### config.mk
export PLATFORM = sky130hd
export DESIGN_NAME = led_driver_bus_sniffer
export DESIGN_NICKNAME = d
export VERILOG_FILES = /design/src/rtl/lbs_pkg.sv /design/src/rtl/lbs_edge.sv /design/src/rtl/lbs_byte.sv /design/src/rtl/led_driver_bus_sniffer.sv
export VERILOG_INCLUDE_DIRS = /design/src /design/src/rtl
export SDC_FILE = /design/constraint.sdc
export NUM_CORES = 1
export LEC_CHECK = 0
export BUFFER_PORTS_ARGS = -buffer_cell sky130_fd_sc_hd__buf_2
export CAP_MARGIN = 25
export CORE_UTILIZATION = 53
export CTS_CLUSTER_DIAMETER = 60
export DETAILED_ROUTE_END_ITERATION = 16
export PLACE_DENSITY = 0.88
export SLEW_MARGIN = 20
export SYNTH_ARGS = -nofsm -noshare
export SYNTH_HDL_FRONTEND = slang
export SYNTH_HIERARCHICAL = 1
export SYNTH_SLANG_ARGS = --single-unit
### constraint.sdc
create_clock -name clk_i -period 3.2 [get_ports clk_i]
set_input_delay 0.64 -clock clk_i [delete_from_list [all_inputs] [get_ports clk_i]]
set_output_delay 0.64 -clock clk_i [all_outputs]
set_load 0.02 [all_outputs]
### src/rtl/led_driver_bus_sniffer_macros.svh
// Assertion helpers for the bus sniffer.
`ifndef LED_DRIVER_BUS_SNIFFER_MACROS_SVH
`define LED_DRIVER_BUS_SNIFFER_MACROS_SVH

// Same-cycle implication, disabled in reset.
`define LBS_ASSERT_NOW(label, clk, rst_n, ante, cons) \
  label: assert property (@(posedge clk) disable iff (!rst_n) (ante) |-> (cons)) \
    else $error("lbs assertion failed");

// Next-cycle implication, disabled in reset.
`define LBS_ASSERT_NEXT(label, clk, rst_n, ante, cons) \
  label: assert property (@(posedge clk) disable iff (!rst_n) (ante) |=> (cons)) \
    else $error("lbs assertion failed");

`endif

### src/rtl/lbs_pkg.sv
package lbs_pkg;

  localparam int RUN_COUNT_WIDTH  = 20;
  localparam int SYNC_HOLD_WIDTH  = 20;
  localparam int CFG_INDEX_WIDTH  = 8;
  localparam int BYTE_WIDTH       = 8;
  localparam int BIT_CNT_WIDTH    = 4;
  localparam int NUM_DIGITS       = 10;
  localparam int IN_TDATA_WIDTH   = 8;
  localparam int OUT_TDATA_WIDTH  = 16;

  localparam logic [SYNC_HOLD_WIDTH-1:0] SYNC_HOLD_RESET = 20'd50000;
  localparam logic [BYTE_WIDTH-1:0]      MIN_BYTE_RESET  = 8'd114;

  localparam logic [CFG_INDEX_WIDTH-1:0] REG_SYNC_HOLD = 8'd0;
  localparam logic [CFG_INDEX_WIDTH-1:0] REG_MIN_BYTE  = 8'd1;

  typedef enum logic [1:0] {
    CLASS_LOW     = 2'd0,
    CLASS_RISING  = 2'd1,
    CLASS_FALLING = 2'd2,
    CLASS_HIGH    = 2'd3
  } lbs_class_e;

  localparam logic [BYTE_WIDTH-1:0] SEG_TABLE [2*NUM_DIGITS] = '{
    8'd223, 8'd134, 8'd189, 8'd183, 8'd230, 8'd119, 8'd127, 8'd199, 8'd255, 8'd247,
    8'd219, 8'd130, 8'd185, 8'd179, 8'd226, 8'd115, 8'd123, 8'd131, 8'd251, 8'd243
  };

  typedef struct packed {
    logic dio;
    logic clk;
    logic stb;
  } lbs_sample_t;

  typedef struct packed {
    logic synced;
    logic clk_rise;
    logic dio;
  } lbs_edge_t;

  typedef struct packed {
    logic                  alt_pattern;
    logic [3:0]            digit;
    logic                  digit_found;
    logic [BYTE_WIDTH-1:0] byte_value;
  } lbs_result_t;

  function automatic lbs_result_t lbs_decode(input logic [BYTE_WIDTH-1:0] value);
    lbs_result_t res;
    res             = '0;
    res.byte_value  = value;
    for (int i = NUM_DIGITS - 1; i >= 0; i--) begin
      if (SEG_TABLE[NUM_DIGITS + i] == value) begin
        res.digit_found = 1'b1;
        res.digit       = 4'(i);
        res.alt_pattern = 1'b1;
      end
    end
    for (int i = NUM_DIGITS - 1; i >= 0; i--) begin
      if (SEG_TABLE[i] == value) begin
        res.digit_found = 1'b1;
        res.digit       = 4'(i);
        res.alt_pattern = 1'b0;
      end
    end
    return res;
  endfunction

endpackage

### src/rtl/lbs_edge.sv
module lbs_edge #(
  parameter int RunCountWidth = lbs_pkg::RUN_COUNT_WIDTH
) (
  input  logic                                 clk_i,
  input  logic                                 rst_ni,
  input  logic                                 advance_i,
  input  lbs_pkg::lbs_sample_t                 sample_i,
  input  logic [lbs_pkg::SYNC_HOLD_WIDTH-1:0]  sync_hold_i,
  output lbs_pkg::lbs_edge_t                   status_o
);
  import lbs_pkg::*;

  localparam int CmpWidth = (RunCountWidth > SYNC_HOLD_WIDTH) ? RunCountWidth
                                                               : SYNC_HOLD_WIDTH;

  logic                     stb_last_q, stb_last_d;
  lbs_class_e               stb_class_q, stb_class_d;
  logic [RunCountWidth-1:0] run_q, run_d;
  logic                     clk_last_q, clk_last_d;
  logic                     synced_q, synced_d;
  lbs_class_e               clk_class;
  logic                     sync_now;

  always_comb begin
    stb_class_d = lbs_class_e'({stb_last_q, sample_i.stb});
    run_d       = run_q;
    if (stb_class_d != stb_class_q) begin
      run_d = RunCountWidth'(1);
    end else if (run_q != {RunCountWidth{1'b1}}) begin
      run_d = run_q + RunCountWidth'(1);
    end
    stb_last_d = sample_i.stb;
    clk_last_d = sample_i.clk;
    clk_class  = lbs_class_e'({clk_last_q, sample_i.clk});
    sync_now   = (stb_class_d == CLASS_FALLING) &&
                 (CmpWidth'(run_q) > CmpWidth'(sync_hold_i));
    synced_d   = synced_q | sync_now;

    status_o.synced   = synced_d;
    status_o.clk_rise = (clk_class == CLASS_RISING);
    status_o.dio      = sample_i.dio;
  end

  always_ff @(posedge clk_i or negedge rst_ni) begin
    if (!rst_ni) begin
      stb_last_q  <= 1'b0;
      stb_class_q <= CLASS_LOW;
      run_q       <= '0;
      clk_last_q  <= 1'b0;
      synced_q    <= 1'b0;
    end else if (advance_i) begin
      stb_last_q  <= stb_last_d;
      stb_class_q <= stb_class_d;
      run_q       <= run_d;
      clk_last_q  <= clk_last_d;
      synced_q    <= synced_d;
    end
  end

endmodule

### src/rtl/lbs_byte.sv
module lbs_byte (
  input  logic                            clk_i,
  input  logic                            rst_ni,
  input  logic                            advance_i,
  input  lbs_pkg::lbs_edge_t              edge_i,
  input  logic [lbs_pkg::BYTE_WIDTH-1:0]  min_byte_i,
  output lbs_pkg::lbs_result_t            result_o,
  output logic                            result_valid_o
);
  import lbs_pkg::*;

  localparam logic [BIT_CNT_WIDTH-1:0] FullCount = BIT_CNT_WIDTH'(BYTE_WIDTH);

  logic [BIT_CNT_WIDTH-1:0] bit_cnt_q, bit_cnt_d, base_cnt;
  logic [BYTE_WIDTH-1:0]    shift_q, shift_d, base_shift;
  logic                     shift_en, flush;

  always_comb begin
    shift_en   = edge_i.synced && edge_i.clk_rise;
    flush      = shift_en && (bit_cnt_q >= FullCount);
    base_cnt   = flush ? '0 : bit_cnt_q;
    base_shift = flush ? '0 : shift_q;
    bit_cnt_d  = bit_cnt_q;
    shift_d    = shift_q;
    if (shift_en) begin
      shift_d   = base_shift |
                  (BYTE_WIDTH'(edge_i.dio) << base_cnt[$clog2(BYTE_WIDTH)-1:0]);
      bit_cnt_d = base_cnt + BIT_CNT_WIDTH'(1);
    end
    result_valid_o = flush && (shift_q > min_byte_i);
    result_o       = lbs_decode(shift_q);
  end

  always_ff @(posedge clk_i or negedge rst_ni) begin
    if (!rst_ni) begin
      bit_cnt_q <= '0;
      shift_q   <= '0;
    end else if (advance_i) begin
      bit_cnt_q <= bit_cnt_d;
      shift_q   <= shift_d;
    end
  end

endmodule

### src/rtl/led_driver_bus_sniffer.sv
// Path: an accepted sample waits in the input register; its result, if any, is then
// stored in the result register that drives m_axis. Throughput: one sample per cycle
// unless m_axis stalls, set by those two registers and the combinational edge and byte logic between them.
// Reset: asynchronous, active low; clears sync, edge history, run count and the
// byte assembler, and loads the register defaults (hold 50000, min byte 114).
`include "led_driver_bus_sniffer_macros.svh"

module led_driver_bus_sniffer #(
  parameter int RunCountWidth = lbs_pkg::RUN_COUNT_WIDTH
) (
  input  logic                                  clk_i,
  input  logic                                  rst_ni,
  input  logic                                  s_axis_tvalid,
  output logic                                  s_axis_tready,
  // [0] stb_level, [1] clk_level, [2] dio_level, [7:3] ignored
  input  logic [lbs_pkg::IN_TDATA_WIDTH-1:0]    s_axis_tdata,
  output logic                                  m_axis_tvalid,
  input  logic                                  m_axis_tready,
  // [7:0] byte_value, [8] digit_found, [12:9] digit, [13] alt_pattern, [15:14] zero
  output logic [lbs_pkg::OUT_TDATA_WIDTH-1:0]   m_axis_tdata,
  input  logic                                  cfg_valid_i,
  output logic                                  cfg_ready_o,
  input  logic [lbs_pkg::CFG_INDEX_WIDTH-1:0]   cfg_index_i,
  input  logic [lbs_pkg::SYNC_HOLD_WIDTH-1:0]   cfg_data_i
);
  import lbs_pkg::*;

  logic                       in_valid_q;
  lbs_sample_t                in_sample_q;
  logic                       out_valid_q;
  lbs_result_t                out_q;
  logic [SYNC_HOLD_WIDTH-1:0] sync_hold_q;
  logic [BYTE_WIDTH-1:0]      min_byte_q;
  logic                       advance;
  lbs_edge_t                  edge_status;
  lbs_result_t                result;
  logic                       result_valid;

  assign advance       = in_valid_q && (!out_valid_q || m_axis_tready);
  assign s_axis_tready = !in_valid_q || advance;
  assign cfg_ready_o   = 1'b1;
  assign m_axis_tvalid = out_valid_q;
  assign m_axis_tdata  = {{(OUT_TDATA_WIDTH - $bits(lbs_result_t)){1'b0}}, out_q};

  always_ff @(posedge clk_i or negedge rst_ni) begin
    if (!rst_ni) begin
      sync_hold_q <= SYNC_HOLD_RESET;
      min_byte_q  <= MIN_BYTE_RESET;
    end else if (cfg_valid_i && cfg_ready_o) begin
      unique case (cfg_index_i)
        REG_SYNC_HOLD: sync_hold_q <= cfg_data_i;
        REG_MIN_BYTE:  min_byte_q  <= cfg_data_i[BYTE_WIDTH-1:0];
        default: ;
      endcase
    end
  end

  always_ff @(posedge clk_i or negedge rst_ni) begin
    if (!rst_ni) begin
      in_valid_q <= 1'b0;
    end else if (s_axis_tready) begin
      in_valid_q <= s_axis_tvalid;
    end
  end

  always_ff @(posedge clk_i) begin
    if (s_axis_tvalid && s_axis_tready) begin
      in_sample_q <= s_axis_tdata[$bits(lbs_sample_t)-1:0];
    end
  end

  lbs_edge #(
    .RunCountWidth(RunCountWidth)
  ) u_edge (
    .clk_i      (clk_i),
    .rst_ni     (rst_ni),
    .advance_i  (advance),
    .sample_i   (in_sample_q),
    .sync_hold_i(sync_hold_q),
    .status_o   (edge_status)
  );

  lbs_byte u_byte (
    .clk_i         (clk_i),
    .rst_ni        (rst_ni),
    .advance_i     (advance),
    .edge_i        (edge_status),
    .min_byte_i    (min_byte_q),
    .result_o      (result),
    .result_valid_o(result_valid)
  );

  always_ff @(posedge clk_i or negedge rst_ni) begin
    if (!rst_ni) begin
      out_valid_q <= 1'b0;
    end else if (advance) begin
      out_valid_q <= result_valid;
    end else if (m_axis_tready) begin
      out_valid_q <= 1'b0;
    end
  end

  always_ff @(posedge clk_i) begin
    if (advance && result_valid) begin
      out_q <= result;
    end
  end

  `LBS_ASSERT_NOW(a_result_needs_sync, clk_i, rst_ni, advance && result_valid, edge_status.synced)
  `LBS_ASSERT_NOW(a_digit_range, clk_i, rst_ni, out_valid_q && out_q.digit_found, out_q.digit < 4'd10)
  `LBS_ASSERT_NOW(a_no_match_clear, clk_i, rst_ni, out_valid_q && !out_q.digit_found, (out_q.digit == 4'd0) && !out_q.alt_pattern)
  `LBS_ASSERT_NEXT(a_held_result, clk_i, rst_ni, out_valid_q && !m_axis_tready, out_valid_q && $stable(out_q))

endmodule
Word-level counts from Yosys, hierarchy flattened:

Index checks and enable logic that the tools add are counted.

* $add $sub $neg: 2
* $mul: 0
* divide/modulo/power cells: 0
* magnitude comparators: 3
* equal/unequal tests: 25
* shift operators: 1
* multiplexer cells: 25
* bitwise operators: 2
* reductions and logical operators: 23

Operators with widths (count)
* 8-bit equality test (first input constant): 16
* 6-bit 2-to-1 mux: 10
* 20-bit 2-to-1 mux: 2
* 7-bit by 8-bit equality test with 1-bit output (first input constant): 4
* 20-bit by 1-bit adder with 20-bit output (second input constant): 1
* 20-bit > comparator: 1
* 4-bit 2-to-1 mux: 5
* 20-bit != test (second input constant): 1
* 19-bit OR reduction: 1
* 5-bit 2-to-1 mux: 2
* 10-bit OR reduction: 1
* 8-bit by 1-bit equality test with 1-bit output (second input constant): 1
* 8-bit > comparator: 1
* 8-bit logical NOT: 1
* 8-bit 2-to-1 mux: 1
* 8-bit OR: 1
* 2-bit AND reduction: 4
* 8-bit OR reduction: 1
* 1-bit by 3-bit left shift with 8-bit output: 1
* 1-bit logical AND: 7
* 3-bit 2-to-1 mux: 2
* 4-bit by 1-bit adder with 4-bit output (second input constant): 1
* 4-bit greater-or-equal comparator (second input constant): 1
* 2-bit nonzero test: 2
* other kinds (10): 13

* register bits: 84
* latch bits: 0
* memory bits (writable): 0
* memory bits (read-only): 0
* input bits: 41
* output and inout port bits: 19
* logic and storage cells: 102
* memories: 0

Logic depth before layout (Yosys ltp):

* depth after elaboration: 20
* mapped depth: 14
* depth with buffers taken out: 12

Cells and area by module:

Netlist, hierarchy kept.

By module, submodules not included
* lbs_edge: instances 1, cells an instance 211, area an instance 1873.0 sq um, sequential area each 600.6 sq um
* led_driver_bus_sniffer: instances 1, cells an instance 97, area an instance 1749.2 sq um, sequential area each 1273.7 sq um
* lbs_byte: instances 1, cells an instance 132, area an instance 1088.5 sq um, sequential area each 300.3 sq um

Least setup slack after synthesis:

No wires, ideal clock.

* path kind: reg-to-reg
* start: register sync_hold_q[14]
* end: register out_q (netlist bit m_axis_tdata[0]), enable pin
* library setup time: 0.384 ns
* arrival time: 2.906 ns
* required time: 2.816 ns
* setup slack: -0.091 ns
* stages on the path, launching flop included: 15
* path buffers: 2
* clock period less this slack: 3.291 ns
* cell sequence: dfstp_2 inv_1 ha_1 nand4_1 nor4_1 o21ai_0 o2111ai_1 and2_1 buf_4 and3_1 buf_2 o21ai_0 a21oi_1 nand2_1 nor2_1

* cells in the longest elaborated chain, start to end: 7

Ends and longest elaborated chain
* start: declaration: line led_driver_bus_sniffer.sv:32 `logic [SYNC_HOLD_WIDTH-1:0] sync_hold_q;`
* start signal: assignment: line led_driver_bus_sniffer.sv:51 `REG_SYNC_HOLD: sync_hold_q <= cfg_data_i;`
* 20-bit > comparator: line lbs_edge.sv:36 `(CmpWidth'(run_q) > CmpWidth'(sync_hold_i));`
* 1-bit logical AND: line lbs_edge.sv:35 `sync_now = (stb_class_d == CLASS_FALLING) &&`
* 1-bit OR: line lbs_edge.sv:37 `synced_d = synced_q | sync_now;`
* net u_edge.synced_d: line lbs_edge.sv:20 `logic synced_q, synced_d;`
* 1-bit logical AND: line lbs_byte.sv:19 `shift_en = edge_i.synced && edge_i.clk_rise;`
* 1-bit logical AND: line lbs_byte.sv:20 `flush = shift_en && (bit_cnt_q >= FullCount);`
* 1-bit logical AND: line lbs_byte.sv:30 `result_valid_o = flush && (shift_q > min_byte_i);`
* net result_valid: line led_driver_bus_sniffer.sv:37 `logic result_valid;`
* 1-bit logical AND: line led_driver_bus_sniffer.sv:104 `if (advance && result_valid) begin`
* end signal: assignment: line led_driver_bus_sniffer.sv:105 `out_q <= result;`
* end: declaration: line led_driver_bus_sniffer.sv:31 `lbs_result_t out_q;`

The timed path passes the listed nets, and every way through them passes these cells.
A chain may end at the register's enable or synchronous reset.

==> results.py <==
metrics = {
    "grt": {
        "antenna_found_initial": 0,
        "grt_max_degree": 52,
        "grt_first_pass_wirelength_um": 16600,
        "overflow": 0,
        "grt_pass1_vias": 3565,
        "grtUsageTotal_pct": 23.8,
    },
    "synth": {
        "ys_types": 63,
        "synth.cell_area_um2": 4710,
        "synth_seq_cells": 83,
        "netlist_instances": 440,
        "synth_area_leaders": "dfrtp_1, edfxtp_1, ha_1",
        "synth-edff-count": 17,
        "avgSynthCellArea_um2": 10.7,
        "synth_top_cell_by_area": "dfrtp_1",
        "synth_flop_cell": "dfrtp_1",
        "ys_async_sr_fraction_pct": 79.5,
        "seq_area_frac_synth_pct": 46.2,
        "synth_top_area_share_pct": 29.7,
        "yosysWarnings": 6,
    },
    "setup_path": {
        "critical_path_class": "reg -> reg",
        "timing.critical_path.required_ps": 3280,
        "cp_max_fo": 14,
        "reg2reg_from": "sync_hold_q[9]$_DFFE_PN1P_",
        "arrival_ps": 3090,
        "cp_cell_sequence": "inv_1 -> ha_1 -> nand4_1 -> buf_4 -> nor3_1 -> a22oi_1 -> o2111ai_2 -> and2_4 -> and3_1 -> o21ai_0 -> a21oi_1 -> nand2_1 -> nor2_2 -> buf_12",
        "critPathSlowestCell": "dfstp_2",
        "max_stage_delay_ps": 540,
        "start_kind": "register",
        "worstSetupEndpointType": "register",
        "crit_start": "sync_hold_q[9]$_DFFE_PN1P_",
    },
    "cts": {
        "cts-buffers-inserted": 9,
        "cts_buffer_depth": 2,
        "cts_tree": "yes",
        "path_clk_slew_ps": 90,
        "clk_latency_ps": 360,
        "clock_sinks": 83,
        "cts_root_buf": "clkbuf_8",
        "htree_levels": 3,
        "hold_buffers": 0,
    },
    "pwr": {
        "leakage_nw": 2.37,
        "swShare_pct": 31.7,
        "internal_power_mw": 1.73,
        "p_switching_mw": 0.801,
        "powerDensity_nw_per_um2": 482,
        "power_frac_seq_pct": 51.8,
        "power_mw": 2.53,
        "vdd_drop_max_uv": 205,
        "pwr-share-clk_pct": 28.4,
        "p_comb_share_pct": 19.8,
    },
    "timing": {
        "holdWs_ps": 183,
        "timing_max_transition_violations_final": 0,
        "finalClockSkew_ps": 11.7,
        "min_period_ps": 3020,
        "setup_violations": 0,
        "final.period_utilization_pct": 94.2,
        "fmax_ghz": 0.332,
        "finalHoldViolCount": 0,
        "relSlewSlack_pct": 56.4,
        "tightest_slew_ps": 655,
    },
    "die": {
        "dieArea_um2": 9270,
        "die_x_um": 96.3,
        "rows": 34,
        "core_area_um2": 8680,
        "initial_core_util_pct": 54.3,
        "die_h_um": 96.3,
        "ios": 60,
    },
    "route": {
        "drtPass1Iterations": 5,
        "wl_per_cell_um": 16.9,
        "wirelength_um": 10200,
        "avgViaCountPerCell": 6.07,
        "ant_nets": 0,
        "dr_total_vias": 3661,
        "route.detailed.drc": 0,
        "first_iter_violations": 265,
    },
    "placement": {
        "dpl.cell_count": 584,
        "hpwlAfterDp_um": 7230,
        "placed_area_um2": 5010,
        "portBuffers": 51,
        "globalplace.congestion": 0.868,
    },
    "cells_and_area": {
        "nets": 562,
        "finalInstanceArea_um2": 5250,
        "syn2layout_area_growth_pct": 11.4,
        "drive_above_1_share_pct": 28.3,
        "final_common_cell": "dfrtp_1",
        "instances_no_fill": 603,
        "diodes": 0,
        "layout_common_cells": "dfrtp_1, buf_2, inv_1",
    },
    "outcome": {
        "status": "completed",
    },
    "hold_path": {
        "hp-class": "in -> async",
    },
    "job": {
        "drv_cap": 0,
    },
}
[worst max-delay path: cells and delay by family, from the launching register on]
| kind | cells | cell delay, ps |
|---|---|---|
| and+or+nand+nor | 6 | 960 |
| DFF | 1 | 540 |
| AOI/OAI and AO/OA | 4 | 540 |
| adders and majority gates | 1 | 290 |
| buffers and inverters | 3 | 410 |
[metal layers]
metal | vias up | global-route usage [%] | share of wire [%]
met4 | 0 | 14.4 | 3.6
li1 | 1698 | - | -
met3 | 34 | 3.79 | 4.1
met2 | 127 | 40.3 | 51
met1 | 1802 | 28.2 | 41
met5 | - | 0 | 0
[state kept, by name (all words and copies together) (netlist names)]
| register | cells |
|---|---|
| u_edge/run_q | 20 |
| u_edge/synced_q | 1 |
| u_edge/stb_class_q | 2 |
| u_byte/shift_q | 8 |
| m_axis_tvalid | 1 |
| sync_hold_q | 20 |
| min_byte_q | 8 |
| u_edge/clk_last_q | 1 |
| m_axis_tdata | 14 |
| u_byte/bit_cnt_q | 4 |
| in_sample_q | 3 |
| in_valid_q | 1 |
[synth_stat cells (8+ instances only)]
| master | count |
|---|---|
| edfxtp_1 | 17 |
| nand3_1 | 15 |
| a21oi_1 | 25 |
| o31ai_1 | 10 |
| mux2_4 | 8 |
| inv_1 | 38 |
| nor2_1 | 13 |
| dfrtp_1 | 56 |
| buf_2 | 8 |
| dfstp_2 | 10 |
| nand4_1 | 8 |
| nand2_1 | 34 |
| ha_1 | 31 |
| o21ai_0 | 21 |
| mux2_2 | 23 |
[metrics by stage]
stage	TNS (ps)	util (%)	worst slack (ps)
2_1_floorplan	0	-	129
3_3_place_gp	0	57.7	137
3_5_place_dp	0	57.7	62.9
4_1_cts	0	59.9	18.1
5_1_grt	-67.3	60.5	-11.5
6_report	0	60.5	185
[layout make-up]
type	instances	area, um2
multi-input combinational	298	2270
clock buffer	11	153
clock inverter	5	36.3
inverter	38	143
sequential	83	2170
timing repair buffer	60	335
fill	687	3430
tap	108	135
[power groups by stage]
stage	registers (mW)	logic [mW]	clock network, mW
after global routing	1.33	0.550	0.778
after global placement	1.32	0.412	0
after CTS	1.31	0.466	0.729
after detailed placement	1.32	0.456	0
after floorplan	1.25	0.403	0
final	1.31	0.501	0.718
[kinds of logic (layout without fill, tap and decap cells)]
group	Yosys count	in the layout	synth area share (%)
xor gates and xnor gates	5	5	0.930
buffers and inverters	60	114	6.51
AOI/OAI and AO/OA	100	100	14.5
muxes	31	31	8.05
and+or+nand+nor	128	128	15.4
other	2	3	0.159
DFF	83	83	46.2
adders and majority gates	31	31	8.23
[timing repair]
item                                    4_1_cts  5_1_grt
gates resized for setup                       0        6
buffers inserted                              0        3
endpoints found under the setup margin        0       20
[final timing paths]
check                                                end  slack (ps)  depth (start not counted)
setup / recovery               m_axis_tdata[1]$_DFFE_PP_         180                         14
min in group clk_i              in_sample_q[1]$_DFFE_PP_         460                          1
hold / removal             u_byte/shift_q[1]$_DFFE_PN0P_         180                          1
setup reg to reg               m_axis_tdata[1]$_DFFE_PP_         180                         14
max in group asynchronous     sync_hold_q[5]$_DFFE_PN0P_        2020                          2
hold reg to reg              sync_hold_q[19]$_DFFE_PN0P_         510                          1
(Power assumes the default switching activity.)
